### src/rtl/button_transition_event_queue_core_assert.svh
// Assertion macros shared by the button event queue RTL.
`ifndef BUTTON_TRANSITION_EVENT_QUEUE_CORE_ASSERT_SVH
`define BUTTON_TRANSITION_EVENT_QUEUE_CORE_ASSERT_SVH

// Clocked property check, disabled while in reset.
`define BTNQ_ASSERT(label, prop, msg) \
  label: assert property (@(posedge clk) disable iff (rst) prop) \
    else $error(msg);

// Plain invariant that must hold at every edge out of reset.
`define BTNQ_ASSERT_HOLDS(label, expr, msg) \
  `BTNQ_ASSERT(label, expr, msg)

`endif

### src/rtl/btnq_pkg.sv
// Shared types and constants for the button event queue.
package btnq_pkg;

  localparam int NUM_REGS     = 5;
  localparam int LEVEL_BITS   = 5;
  localparam int CODE_W       = 8;
  localparam int REG_IDX_W    = 3;
  localparam int MAX_BUTTONS  = 16;
  localparam int IDX_W        = 4;

  localparam int BUTTON_COUNT_DEF = 5;
  localparam int COUNT_BITS_DEF   = 8;

  localparam logic ACT_UPDATE = 1'b0;
  localparam logic ACT_POLL   = 1'b1;

  localparam logic [REG_IDX_W-1:0] REG_CODE_A    = 3'd0;
  localparam logic [REG_IDX_W-1:0] REG_CODE_B    = 3'd1;
  localparam logic [REG_IDX_W-1:0] REG_CODE_EXIT = 3'd2;
  localparam logic [REG_IDX_W-1:0] REG_CODE_UP   = 3'd3;
  localparam logic [REG_IDX_W-1:0] REG_CODE_DOWN = 3'd4;

  typedef enum logic [1:0] {
    CHANGE_NONE    = 2'd0,
    CHANGE_PRESS   = 2'd1,
    CHANGE_RELEASE = 2'd2
  } change_t;

  typedef struct packed {
    logic                  poll;
    logic [LEVEL_BITS-1:0] levels;
  } op_t;

  typedef struct packed {
    logic             found;
    logic             is_press;
    logic [IDX_W-1:0] index;
  } pick_t;

endpackage

### src/rtl/btnq_if.sv
// Valid/ready channel interfaces for the button event queue.
interface btnq_in_if;
  logic                          valid;
  logic                          ready;
  logic                          action;
  logic [btnq_pkg::LEVEL_BITS-1:0] levels;

  modport source (output valid, action, levels, input ready);
  modport sink   (input valid, action, levels, output ready);
endinterface

interface btnq_out_if;
  logic                      valid;
  logic                      ready;
  logic [1:0]                change;
  logic [btnq_pkg::CODE_W-1:0] button_code;
  logic                      pressed;

  modport source (output valid, change, button_code, pressed, input ready);
  modport sink   (input valid, change, button_code, pressed, output ready);
endinterface

### src/rtl/btnq_cfg.sv
// Button code registers with a plain write port.
module btnq_cfg (
  input  logic                               clk,
  input  logic                               rst,
  input  logic                               write_enable,
  input  logic [btnq_pkg::REG_IDX_W-1:0]     write_index,
  input  logic [btnq_pkg::CODE_W-1:0]        write_data,
  output logic [btnq_pkg::CODE_W-1:0]        codes [btnq_pkg::NUM_REGS]
);

  always_ff @(posedge clk) begin
    if (rst) begin
      for (int k = 0; k < btnq_pkg::NUM_REGS; k++) begin
        codes[k] <= btnq_pkg::CODE_W'(k);
      end
    end else if (write_enable) begin
      // indexes past the last register fall through
      for (int k = 0; k < btnq_pkg::NUM_REGS; k++) begin
        if (write_index == btnq_pkg::REG_IDX_W'(k)) begin
          codes[k] <= write_data;
        end
      end
    end
  end

endmodule

### src/rtl/btnq_state.sv
// Per-button transition counters and the priority pick for polls.
module btnq_state #(
  parameter int BUTTON_COUNT = btnq_pkg::BUTTON_COUNT_DEF,
  parameter int COUNT_BITS   = btnq_pkg::COUNT_BITS_DEF
) (
  input  logic            clk,
  input  logic            rst,
  input  logic            fire,
  input  btnq_pkg::op_t   op,
  output btnq_pkg::pick_t pick
);

  localparam logic [COUNT_BITS-1:0] CNT_MAX = {COUNT_BITS{1'b1}};

  logic                  level_now      [BUTTON_COUNT];
  logic                  level_reported [BUTTON_COUNT];
  logic [COUNT_BITS-1:0] release_pending[BUTTON_COUNT];
  logic [COUNT_BITS-1:0] press_pending  [BUTTON_COUNT];

  logic [BUTTON_COUNT-1:0]          grant;
  logic [btnq_pkg::MAX_BUTTONS-1:0] lv_ext;

  assign lv_ext = btnq_pkg::MAX_BUTTONS'(op.levels);

  // first button with a transition that may follow its last report
  always_comb begin
    logic seen;
    logic cand;
    seen          = 1'b0;
    pick.found    = 1'b0;
    pick.is_press = 1'b0;
    pick.index    = '0;
    for (int i = 0; i < BUTTON_COUNT; i++) begin
      cand = level_reported[i] ? (release_pending[i] != '0)
                               : (press_pending[i] != '0);
      grant[i] = cand && !seen;
      seen     = seen | cand;
      if (grant[i]) begin
        pick.found    = 1'b1;
        pick.is_press = !level_reported[i];
        pick.index    = btnq_pkg::IDX_W'(i);
      end
    end
  end

  always_ff @(posedge clk) begin
    if (rst) begin
      for (int i = 0; i < BUTTON_COUNT; i++) begin
        level_now[i]       <= 1'b0;
        level_reported[i]  <= 1'b0;
        release_pending[i] <= '0;
        press_pending[i]   <= '0;
      end
    end else if (fire) begin
      for (int i = 0; i < BUTTON_COUNT; i++) begin
        if (op.poll == btnq_pkg::ACT_POLL) begin
          if (grant[i]) begin
            level_reported[i] <= !level_reported[i];
            if (level_reported[i]) begin
              release_pending[i] <= release_pending[i] - 1'b1;
            end else begin
              press_pending[i] <= press_pending[i] - 1'b1;
            end
          end
        end else if (lv_ext[i] != level_now[i]) begin
          level_now[i] <= lv_ext[i];
          if (level_now[i]) begin
            if (release_pending[i] != CNT_MAX) begin
              release_pending[i] <= release_pending[i] + 1'b1;
            end
          end else begin
            if (press_pending[i] != CNT_MAX) begin
              press_pending[i] <= press_pending[i] + 1'b1;
            end
          end
        end
      end
    end
  end

endmodule

### src/rtl/button_transition_event_queue_core.sv
// Button transition event queue: input register, counter state, result register.
//
// Takes one word per cycle on in_ch. An update word records button levels
// and yields nothing; a poll word yields one result word on out_ch by way of
// the input register and the result register. The counters and priority
// pick sit between the input register and the result register, so a new
// word is taken every cycle; in_ch.ready drops only while a poll sits in
// the input register and the result register holds a word that out_ch is not taking.
`include "button_transition_event_queue_core_assert.svh"

module button_transition_event_queue_core #(
  parameter int BUTTON_COUNT = btnq_pkg::BUTTON_COUNT_DEF,
  parameter int COUNT_BITS   = btnq_pkg::COUNT_BITS_DEF
) (
  input  logic                           clk,
  input  logic                           rst,
  input  logic                           write_enable,
  input  logic [btnq_pkg::REG_IDX_W-1:0] write_index,
  input  logic [btnq_pkg::CODE_W-1:0]    write_data,
  btnq_in_if.sink                        in_ch,
  btnq_out_if.source                     out_ch
);

  logic [btnq_pkg::CODE_W-1:0] codes [btnq_pkg::NUM_REGS];

  logic                        s1_valid;
  btnq_pkg::op_t               s1_op;
  logic                        advance;
  btnq_pkg::pick_t             pick;
  logic [btnq_pkg::CODE_W-1:0] pick_code;

  logic                        res_valid;
  btnq_pkg::change_t           res_change;
  logic [btnq_pkg::CODE_W-1:0] res_code;
  logic                        res_pressed;

  btnq_cfg u_cfg (
    .clk          (clk),
    .rst          (rst),
    .write_enable (write_enable),
    .write_index  (write_index),
    .write_data   (write_data),
    .codes        (codes)
  );

  btnq_state #(
    .BUTTON_COUNT (BUTTON_COUNT),
    .COUNT_BITS   (COUNT_BITS)
  ) u_state (
    .clk  (clk),
    .rst  (rst),
    .fire (advance),
    .op   (s1_op),
    .pick (pick)
  );

  assign advance     = s1_valid && (s1_op.poll == btnq_pkg::ACT_UPDATE
                                    || !res_valid || out_ch.ready);
  assign in_ch.ready = !s1_valid || advance;

  // buttons without a code register report 0
  always_comb begin
    pick_code = '0;
    for (int k = 0; k < btnq_pkg::NUM_REGS; k++) begin
      if (pick.found && pick.index == btnq_pkg::IDX_W'(k)) begin
        pick_code = codes[k];
      end
    end
  end

  always_ff @(posedge clk) begin
    if (rst) begin
      s1_valid  <= 1'b0;
      res_valid <= 1'b0;
    end else begin
      if (in_ch.ready) begin
        s1_valid <= in_ch.valid;
      end
      if (advance && s1_op.poll == btnq_pkg::ACT_POLL) begin
        res_valid <= 1'b1;
      end else if (out_ch.ready) begin
        res_valid <= 1'b0;
      end
    end
  end

  always_ff @(posedge clk) begin
    if (in_ch.valid && in_ch.ready) begin
      s1_op.poll   <= in_ch.action;
      s1_op.levels <= in_ch.levels;
    end
    if (advance && s1_op.poll == btnq_pkg::ACT_POLL) begin
      if (!pick.found) begin
        res_change <= btnq_pkg::CHANGE_NONE;
      end else if (pick.is_press) begin
        res_change <= btnq_pkg::CHANGE_PRESS;
      end else begin
        res_change <= btnq_pkg::CHANGE_RELEASE;
      end
      res_code    <= pick_code;
      res_pressed <= pick.found && pick.is_press;
    end
  end

  assign out_ch.valid       = res_valid;
  assign out_ch.change      = res_change;
  assign out_ch.button_code = res_code;
  assign out_ch.pressed     = res_pressed;

  `BTNQ_ASSERT(a_poll_gives_word, s1_valid && s1_op.poll == btnq_pkg::ACT_POLL && advance |=> res_valid, "poll word lost")
  `BTNQ_ASSERT(a_word_from_poll, $rose(res_valid) |-> $past(s1_valid && s1_op.poll == btnq_pkg::ACT_POLL), "result word without a poll")
  `BTNQ_ASSERT_HOLDS(a_none_is_blank, res_valid && res_change == btnq_pkg::CHANGE_NONE |-> res_code == '0 && !res_pressed, "empty result carries data")
  `BTNQ_ASSERT_HOLDS(a_pressed_flag, res_valid |-> res_pressed == (res_change == btnq_pkg::CHANGE_PRESS), "pressed flag disagrees with change")

endmodule

### src/flat_wrapper.sv
// flat-port wrapper written by rule: the top's interface ports become plain ports
module button_transition_event_queue_core_flat 
#(
  parameter int BUTTON_COUNT = btnq_pkg::BUTTON_COUNT_DEF,
  parameter int COUNT_BITS   = btnq_pkg::COUNT_BITS_DEF
)
  (clk, rst, write_enable, write_index, write_data, in_ch_valid, in_ch_action, in_ch_levels, in_ch_ready, out_ch_valid, out_ch_change, out_ch_button_code, out_ch_pressed, out_ch_ready);
  btnq_in_if in_ch_i ();
  btnq_out_if out_ch_i ();
  input  logic clk;
  input  logic rst;
  input  logic write_enable;
  input  logic [btnq_pkg::REG_IDX_W-1:0] write_index;
  input  logic [btnq_pkg::CODE_W-1:0] write_data;
  input wire logic [$bits(in_ch_i.valid)-1:0] in_ch_valid;
  input wire logic [$bits(in_ch_i.action)-1:0] in_ch_action;
  input wire logic [$bits(in_ch_i.levels)-1:0] in_ch_levels;
  output wire logic [$bits(in_ch_i.ready)-1:0] in_ch_ready;
  output wire logic [$bits(out_ch_i.valid)-1:0] out_ch_valid;
  output wire logic [$bits(out_ch_i.change)-1:0] out_ch_change;
  output wire logic [$bits(out_ch_i.button_code)-1:0] out_ch_button_code;
  output wire logic [$bits(out_ch_i.pressed)-1:0] out_ch_pressed;
  input wire logic [$bits(out_ch_i.ready)-1:0] out_ch_ready;
  assign in_ch_i.valid = in_ch_valid;
  assign in_ch_i.action = in_ch_action;
  assign in_ch_i.levels = in_ch_levels;
  assign in_ch_ready = in_ch_i.ready;
  assign out_ch_valid = out_ch_i.valid;
  assign out_ch_change = out_ch_i.change;
  assign out_ch_button_code = out_ch_i.button_code;
  assign out_ch_pressed = out_ch_i.pressed;
  assign out_ch_i.ready = out_ch_ready;
  button_transition_event_queue_core #(.BUTTON_COUNT(BUTTON_COUNT), .COUNT_BITS(COUNT_BITS)) u_core (.clk(clk), .rst(rst), .write_enable(write_enable), .write_index(write_index), .write_data(write_data), .in_ch(in_ch_i), .out_ch(out_ch_i));
endmodule
### config.mk
export PLATFORM = sky130hd
export DESIGN_NAME = button_transition_event_queue_core_flat
export DESIGN_NICKNAME = d
export VERILOG_FILES = /design/src/rtl/btnq_pkg.sv /design/src/rtl/btnq_if.sv /design/src/rtl/btnq_cfg.sv /design/src/rtl/btnq_state.sv /design/src/rtl/button_transition_event_queue_core.sv /design/src/flat_wrapper.sv
export VERILOG_INCLUDE_DIRS = /design/src /design/src/rtl
export SDC_FILE = /design/constraint.sdc
export NUM_CORES = 1
export LEC_CHECK = 0
export ABC_AREA = 1
export BUFFER_PORTS_ARGS = -buffer_cell sky130_fd_sc_hd__buf_4
export CAP_MARGIN = 10
export CORE_MARGIN = 4
export CORE_UTILIZATION = 47
export DETAILED_ROUTE_END_ITERATION = 8
export PLACE_DENSITY = 0.62
export SYNTH_ARGS = -nofsm -noshare
export SYNTH_HDL_FRONTEND = slang
export SYNTH_SLANG_ARGS = --single-unit
### constraint.sdc
create_clock -name clk -period 8.35 [get_ports clk]
set_clock_uncertainty 0.1 [all_clocks]
set_input_delay 1.2525 -clock clk [delete_from_list [all_inputs] [get_ports clk]]
set_output_delay 1.2525 -clock clk [all_outputs]
set_load 0.01 [all_outputs]
==> metrics, run 1 <==
status=complete, no violations; crit-path cells=buf_4 > inv_2 > buf_4 > nand3_1 > nor2_1 > nand3_1 > ha_1 > inv_1 > o21ai_0 > a21oi_1 > nor2_1 > o21ai_0 > nand2_1 > xor2_1 > nand2_1 > inv_1; Synth top area share=between 30% and 40%; cts repair resizes=0; Design Area, Final=10500 µm²; CP Max Fanout=63; clk_lat worst skew=roughly 0.44 ns; hold slack=0.362 ns; Core Rows=just over 50; Design Power=1.92 mW; CTS sink cnt=149; crit start category=input pin; pin count of the biggest net entering global routing=64; CTS tree=done; Antenna Violating Nets Remaining=0; Worst path max stage delay=0.50 ns; unrepaired setup endpoints after global routing=false; Max Slew Vio Count=0; CTS Root Cell=clkbuf_16; antenna violations before repair=0; Die Area=between 20000 and 25000 µm²; clock buffers created by TritonCTS=17; P&R area growth vs syn=11.8%; Avg Cell Area, Syn=roughly 8 µm²; Inst Count DP=approximately 1500; Slew @ Worst Pin=a little over 1 ns; final hold violations=0; GRT Overall Usage=19.4%; CP top delay family=simple AND/OR/NAND/NOR gates; drt drc=0; register area=4050 µm²; HP Class=reg2reg; FFs w/ async S/R, synth=0%; max frequency=222 MHz; Layout Cells excl Fill=1512; total gr overflow=0; chip height=approximately 150 µm; postcts setup bufs=0; slowest CP cell=ha_1; Max Cap Viol=0; Pre-antenna DRT Iters=5; Core ar.=just under 20000 µm²; internal reg-to-reg setup slack=4.73 ns; leakage=a little over 5 nW; final wirelength=20400 µm; ys flop type=edfxtp_1; fillers=around 1800; largest area contributor in the netlist=edfxtp_1; Die W=approximately 150 µm; Slew Limit Headroom=31.2%; PortBufs=34; worst path arrival time=about 4.6 ns; Syn. warnings=0; post-synthesis register bit count=roughly 150; Boundary Pins=35; Crit path required time=8.44 ns; sequential share of the synthesized area=~43%; # diodes=0; cts hold-fix bufs=0; first-pass GRT wire length=about 35000 µm; CP endpoint kind=flip-flop; Gate Count Post-Synth=~1200; Vias=between 7000 and 8000; Synth area leaders=edfxtp_1 (34%), dfxtp_1 (8.9%), nand2_1 (8.6%); CP Class=in2reg; Post-Syn Nets=around 1300; Pwr Density=between 150 and 200 nW/µm²; Distinct cells, synth=40; Multi-input gate area=4530 µm²; Synth Cell Area=9430 µm²; DRT iter0 DRCs=just over 600; DR vias/cell=approximately 5; setup total negative slack=0 ns; crit share post-route=between 50% and 60%; fin nets=around 1300; Final HPWL DP=~15000 µm; gp weighted congestion=a little under 0.9; VDD IR max=between 0.15 and 0.2 mV; Post-synth EDFFs=107; CTS H-Tree Depth=4; # setup viols final=0; WL/cell=13.5 µm; vias in the first global route=7347; Clk pin slew, worst setup/hold paths=~0.07 ns; CP bufs+invs=5; fin crit period=approximately 4.5 ns; share of layout cells above drive strength 1=under 10%; clk buf depth=2; dpl cell area=9920 µm²; Initial Utilization=48.1%
[area by class of cell]
cell class,instances,share of cell area (%)
tap,265,3.15
inverter,195,6.94
clock buffer,17,4.04
multi-input combinational,835,43.0
sequential,149,38.5
clock inverter,15,1.86
timing repair buffer,36,2.56
[metrics by stage]
| step | setup WS (ns) | util, % |
|---|---|---|
| after global routing | 3.44 | 53.8 |
| final | 3.85 | 53.8 |
| after floorplan | 4.53 | - |
| after CTS | 3.89 | 53.8 |
| after global placement | 3.51 | 50.6 |
| after detailed placement | 3.43 | 50.6 |
[per-layer routing]
layer	GRT usage [%]	vias up	routed length, µm
li1	-	3992	-
met2	31.5	130	9330
met4	5.40	0	298
met5	0	-	0
met1	26.7	3511	9890
met3	3.66	24	843
[cell usage in the layout, fill, tap and decap left out, types with 4 or more instances in the layout]
| master | Yosys | layout |
|---|---|---|
| nand2_1 | 216 | 216 |
| nor2_1 | 195 | 195 |
| inv_1 | 170 | 170 |
| edfxtp_1 | 107 | 107 |
| nand3_1 | 79 | 79 |
| o21ai_0 | 77 | 77 |
| a21oi_1 | 57 | 57 |
| ha_1 | 54 | 54 |
| dfxtp_1 | 42 | 42 |
| buf_4 | 0 | 36 |
| xor2_1 | 25 | 25 |
| nor3_1 | 24 | 24 |
| inv_2 | 23 | 23 |
| nand4_1 | 22 | 22 |
| xnor2_1 | 20 | 20 |
| clkbuf_16 | 0 | 17 |
| or2_2 | 13 | 13 |
| fa_1 | 8 | 8 |
| o211ai_1 | 6 | 6 |
| inv_8 | 0 | 5 |
| a31oi_1 | 4 | 4 |
| inv_12 | 0 | 4 |
[cells in the mapped netlist, types with 4 or more instances]
library cell	count
nor2_1	195
fa_1	8
inv_1	170
a31oi_1	4
clkbuf_1	8
o21ai_0	77
nand2_1	216
buf_6	4
edfxtp_1	107
o211ai_1	6
nand3_1	79
buf_2	7
xor2_1	25
or2_2	13
ha_1	54
nand4_1	22
xnor2_1	20
inv_2	23
a21oi_1	57
dfxtp_1	42
nor3_1	24
[path summary, 6_finish.rpt]
path / startpoint / to / depth (start not counted)
setup / recovery: rst / u_core.u_state.press_pending[2][6] / 16
hold / removal: u_core.u_cfg.codes[10] / u_core.u_cfg.codes[10] / 2
setup reg to reg: u_core.u_state.release_pending[0][0] / u_core.u_state.press_pending[2][3] / 13
hold reg to reg: u_core.u_cfg.codes[10] / u_core.u_cfg.codes[10] / 2
[registers in the layout (all words and copies together), names as in the netlist]
register                        flops
u_core.u_state.release_pending     40
u_core.s1_op                        6
u_core.u_state.level_now            5
u_core.s1_valid                     1
u_core.out_ch.change                2
u_core.u_state.press_pending       40
u_core.u_cfg.codes                 40
u_core.out_ch.valid                 1
u_core.out_ch.button_code           8
u_core.out_ch.pressed               1
u_core.u_state.level_reported       5
[cells by family after synthesis]
family,synth area share [%]
buffers and inverters,8.97
AND/OR/NAND/NOR,26.3
adder cells (fa/ha/maj),8.86
XOR/XNOR,4.18
AO/OA/AOI/OAI,8.72
flip-flops,43.0
[worst reg2reg max path, cell delays in order (launching register included)]
cell and delay [ns]:
edfxtp_1 0.48, nor2_1 0.13, nand2_1 0.09, nor2_4 0.16, nand2_4 0.12, nand2_4 0.22, nand2_1 0.08, nor2_1 0.66
nand3_1 0.20, nand3_1 0.19, nor2_1 0.10, nand2_2 0.65, o21ai_0 0.21, inv_1 0.10
[where the power goes]
group          total, mW  switching (mW)  internal [mW]  leakage, nW
clock              0.801           0.386          0.415        0.302
sequential         0.868          0.0328          0.836         1.44
combinational      0.255           0.157         0.0977         3.30
Power figures use the tool's default switching activity.
==> inputs of run 2 (changes only) <==
PLACE_DENSITY = 0.65   (was 0.62)
clock period = 3.8 ns   (was 8.35 ns; I/O delays follow)
==> run 2 against run 1 <==
  * Setup slack got worse by 3.4 ns
  * Global-route usage decreased by 0.25 points
  * Highest routed layer unchanged
  * Sequential power increased by 120%
  * Utilization increased by 0.30 points
  * Via count increased by 0.50%
  * Non-clock buffer count increased by 9
  * Register-to-register slack got worse by 4.3 ns
==> metrics, run 2 (synthesis results as in run 1) <==
Combinational Power Share=13.4%; Crit path required time=around 4 ns; Die W=~150 µm; crit-path cells=inv_1 > nand3_1 > nor2_1 > o211ai_1 > fa_1 > nand2_1 > nand2_1 > a21oi_1 > nor2_1 > o21ai_0 > nand2_1 > xor2_1 > nand2_1 > inv_2; drt drc=0; clock buffers created by TritonCTS=17; Core ar.=roughly 20000 µm²; final wirelength=a little over 20000 µm; met3 GRT Util=between 3 and 4%; first-pass GRT wire length=34600 µm; hold slack=just under 0.2 ns; total gr overflow=0; PortBufs=34; Clk pin slew, worst setup/hold paths=roughly 0.07 ns; setup total negative slack=0 ns; Final Util=54.1%; Final HPWL DP=14800 µm; chip height=approximately 150 µm; CP Max Fanout=11; internal power=between 2 and 3 mW; Core Rows=51; DR vias/cell=5.06; status=complete, no violations; gp weighted congestion=around 0.78; fin nets=between 1000 and 1500; clock power share=between 40% and 50%; Boundary Pins=35; VDD IR max=0.276 mV; crit share post-route=between 80 and 90%; commonest non-fill, non-tap cell in the layout=nand2_1; GRT Overall Usage=a little under a fifth; clk buf depth=2; routing usage on met2=between 30% and 40%; Setup WS pre-CTS=0.274 ns; cts hold-fix bufs=0; # setup viols final=0; HP Class=in2reg; final worst slack=0.466 ns; CTS H-Tree Depth=4; worst path arrival time=3.44 ns; Regs by FF count=u_core.u_cfg.codes: 40 flops, u_core.u_state.press_pending: 40 flops, u_core.u_state.release_pending: 40 flops; unrepaired setup endpoints after global routing=false; Slew @ Worst Pin=~0.93 ns; Pre-antenna DRT Iters=5; crit start category=flip-flop; max frequency=around 300 MHz; slowest CP cell=fa_1; postcts setup bufs=0; Die Area=about 22000 µm²; CTS tree=done; CP endpoint kind=flip-flop; sequential power share=between 40% and 50%; Max Cap Viol=0; pin count of the biggest net entering global routing=63; fin crit period=3.33 ns; internal reg-to-reg setup slack=approximately 0.47 ns; Antenna Violating Nets Remaining=0; vias in the first global route=approximately 7300; antenna violations before repair=0; clk_lat worst skew=between 0.4 and 0.5 ns; # diodes=0; Pwr Density=395 nW/µm²; P&R area growth vs syn=12.4%; grt met1 use=26.3%; most frequent cells in the layout=nand2_1 (216), nor2_1 (195), inv_1 (170); P_sw=around 1.2 mW; Max Slew Vio Count=0; busiest layer in global routing=met2; Initial Utilization=between 40% and 50%; Slew Limit Headroom=37.8%; Worst path max stage delay=0.57 ns; CP Class=reg2reg; switch share=29.7%; CTS sink cnt=149; leakage=approximately 5.1 nW; Vias=slightly below 8000; share of layout cells above drive strength 1=10.0%; final hold violations=0; CTS Root Cell=clkbuf_16; WL/cell=around 13 µm; cell mode on critical path=nand2_1; cts repair resizes=0; DRT iter0 DRCs=379
## run 2: cell types whose count changed in the layout (fill, tap and decap cells not counted), sizes merged
cell / before / now
buf: 36 / 45
clkinvlp: 0 / 1
inv: 203 / 202
## run 2: layout make-up
| cell class | count | area (µm²) |
|---|---|---|
| fill | 1913 | 8990 |
| multi-input combinational | 835 | 4530 |
| sequential | 149 | 4050 |
| inverter | 195 | 732 |
| clock buffer | 17 | 425 |
| timing repair buffer | 45 | 350 |
| tap | 265 | 332 |
| clock inverter | 15 | 175 |
## run 2: critical path: cells and delay by family (launching register included)
family          cells  cell delay [ns]
compound gates      3             0.72
simple gates        7             1.03
fa+ha+maj           1             0.57
flops               1             0.41
xor+xnor            1             0.14
buf+inv             2             0.15
## run 2: worst paths after layout
check                              start                                    to  cells after the start
setup reg to reg         u_core.s1_op[5]  u_core.u_state.release_pending[3][6]                     14
setup / recovery         u_core.s1_op[5]  u_core.u_state.release_pending[3][6]                     14
hold reg to reg   u_core.u_cfg.codes[12]                u_core.u_cfg.codes[12]                      2
hold / removal                       rst                       u_core.s1_valid                      2
## run 2: layer usage
metal / vias to the layer above / share of wire [%] / wire length (µm)
li1: 4010 / - / -
met1: 3538 / 48 / 9930
met2: 128 / 47 / 9630
met3: 19 / 3.7 / 750
met4: 0 / 0.96 / 197
met5: - / 0 / 0
## run 2: through the flow
stage	instance area [µm²]	std cells	total power, mW
after floorplan	9430	1199	2.36
after global placement	10000	1489	2.49
after detailed placement	10000	1489	2.50
after CTS	10600	1521	4.22
after global routing	10600	1521	4.40
final	10600	1521	4.19
## run 2: power by group through the flow
stage          registers [mW]  clock network, mW  logic (mW)
2_1_floorplan            1.92                  0       0.435
3_3_place_gp             1.94                  0       0.551
3_5_place_dp             1.94                  0       0.560
4_1_cts                  1.91               1.75       0.564
5_1_grt                  1.92               1.82       0.650
6_report                 1.91               1.72       0.562
==> inputs of run 3 (changes only) <==
--- a/config.mk
+++ b/config.mk
@@ -13,5 +13,5 @@
 export CORE_UTILIZATION = 47
 export DETAILED_ROUTE_END_ITERATION = 8
-export PLACE_DENSITY = 0.65
+export PLACE_DENSITY = 0.62
 export SYNTH_ARGS = -nofsm -noshare
 export SYNTH_HDL_FRONTEND = slang
==> constraint.sdc (replaced) <==
create_clock -name clk -period 3.71 [get_ports clk]
set_clock_uncertainty 0.1 [all_clocks]
set_input_delay 0.371 -clock clk [delete_from_list [all_inputs] [get_ports clk]]
set_output_delay 0.371 -clock clk [all_outputs]
set_load 0.01 [all_outputs]
==> run 3 against run 2 <==
  * Cell area up 0.64%
  * Cell count up 0.26%
  * Global-route usage up 0.63 points
  * Highest routed layer unchanged
  * Largest power group unchanged
  * Power up 3.5%
  * Sequential power up 2%
  * First-iteration DRC count up 31%
  * Combinational power up 3.9%
  * Setup slack worse by 0.14 ns
  * Critical path depth up 4
  * Sequential share of layout area down 0.24 points
  * Via count down 1.2%
==> metrics, run 3 (synthesis results as in run 1) <==
crit start category=input pin; chip height=approximately 150 µm; total gr overflow=0; Die Area=approximately 22000 µm²; VDD IR max=0.334 mV; WL/cell=between 10 and 15 µm; PortBufs=34; Clk pin slew, worst setup/hold paths=approximately 0.07 ns; crit share post-route=91.2%; switch share=a little under 30%; Core Rows=slightly above 50; CTS sink cnt=~150; gp weighted congestion=0.846; hold slack=0.0217 ns; final hold violations=0; Crit path required time=around 3.8 ns; Pre-antenna DRT Iters=5; critical hold path startpoint=in_ch_levels[4]; Vias=between 7000 and 8000; clock power share=around two fifths; Max Cap Viol=0; Boundary Pins=35; Slew Limit Headroom=roughly two fifths; vias in the first global route=around 7500; DR vias/cell=between 4 and 5; Combinational Power Share=13.5%; Setup crit start=rst; Final HPWL DP=~15000 µm; setup total negative slack=0 ns; final wirelength=slightly above 20000 µm; Layout Cells excl Fill=1525; Initial Utilization=48.1%; antenna violations before repair=0; CP Max Fanout=10; internal power=about 3.1 mW; CTS H-Tree Depth=4; most frequent cells in the layout=nand2_1 (216), nor2_1 (195), inv_1 (170); leakage=a little over 5 nW; P_sw=between 1 and 1.5 mW; clk buf depth=2; GRT Overall Usage=between 10% and 20%; HP Class=in2reg; fillers=approximately 1900; CP endpoint kind=flip-flop; Antenna Violating Nets Remaining=0; fin nets=around 1300; status=complete, no violations; worst r2r src=u_core.s1_op[5]; Final Util=between 50% and 60%; CTS Root Cell=clkbuf_16; sequential power share=45.1%; Slew @ Worst Pin=around 0.90 ns; pin count of the biggest net entering global routing=between 60 and 70; CTS tree=done; Regs by FF count=u_core.u_cfg.codes: 40 flops, u_core.u_state.press_pending: 40 flops, u_core.u_state.release_pending: 40 flops; CP Class=in2reg; DRT iter0 DRCs=slightly below 500; Core ar.=~20000 µm²; max frequency=between 200 and 300 MHz; unrepaired setup endpoints after global routing=false; Pwr Density=406 nW/µm²; clock buffers created by TritonCTS=17; P&R area growth vs syn=13.1%; Setup WS pre-CTS=between 0.3 and 0.4 ns; # diodes=0; Die W=150 µm; Max Slew Vio Count=0; share of layout cells above drive strength 1=10.1%; Inst Count DP=about 1500; worst path arrival time=roughly 3.5 ns; # setup viols final=0; clk_lat worst skew=roughly 0.43 ns; final worst slack=roughly 0.33 ns; commonest non-fill, non-tap cell in the layout=nand2_1; drt drc=0; fin crit period=roughly 3.4 ns; first-pass GRT wire length=between 30000 and 40000 µm
[run 3: changes by cell type in the layout (fill, tap and decap cells not counted), sizes merged]
cell / before / now
dlygate4sd3: 0 / 4
clkinvlp: 1 / 0
clkbuf: 17 / 18
[run 3: what timing repair did]
action,in CTS,in global routing
hold endpoints to repair,4,0
buffers inserted,0,0
hold buffers,4,0
endpoints found under the setup margin,0,1
gates resized for setup,0,1
[run 3: per-layer routing]
layer  track usage, %  up-vias  part of all wire [%]
met3             3.63       22                   4.0
met2             32.3      117                    46
li1                 -     4019                     -
met1             27.3     3443                    49
met4             5.08        0                   1.3
met5                0        -                     0
[run 3: cell type report]
cell class | count | area (µm²) | area share, %
clock inverters | 14 | 173 | 1.62
repair buffers | 49 | 390 | 3.66
inverters | 195 | 732 | 6.86
well taps | 265 | 332 | 3.11
flip-flops and latches | 149 | 4050 | 38.0
multi-input cells | 835 | 4540 | 42.5
clock buffers | 18 | 450 | 4.22
[run 3: metrics by stage]
step / instance area, µm² / total power, mW
finish: 10700 / 4.33
global route: 10700 / 4.56
CTS: 10700 / 4.38
detailed placement: 10000 / 2.57
global placement: 10000 / 2.56
floorplan: 9430 / 2.41
[run 3: worst paths after layout]
path	depth (start not counted)	end	slack, ns
setup reg to reg	16	u_core.u_state.release_pending[2][5]	0.45
hold / removal	1	u_core.s1_op[4]	0.02
setup / recovery	18	u_core.u_state.release_pending[2][5]	0.33
hold reg to reg	2	u_core.u_cfg.codes[8]	0.36
[run 3: power by group through the flow]
stage / Combinational [mW] / Clock (mW) / Sequential (mW)
after floorplan: 0.445 / 0 / 1.97
after global placement: 0.571 / 0 / 1.99
after detailed placement: 0.580 / 0 / 1.99
after CTS: 0.588 / 1.84 / 1.95
after global routing: 0.683 / 1.91 / 1.97
final: 0.584 / 1.80 / 1.95
[run 3: worst max-delay path: stages]
cell           delay (ns)
dlygate4sd3_1        0.54
buf_4                0.14
inv_2                0.05
nand3_1              0.12
buf_4                0.21
nor2_1               0.28
nand3_2              0.28
ha_1                 0.42
a21oi_1              0.17
inv_1                0.07
a31oi_1              0.27
nor2_1               0.10
nor2_1               0.11
nor2_1               0.06
nor2_1               0.09
nor2_1               0.04
o21ai_0              0.13
inv_1                0.06
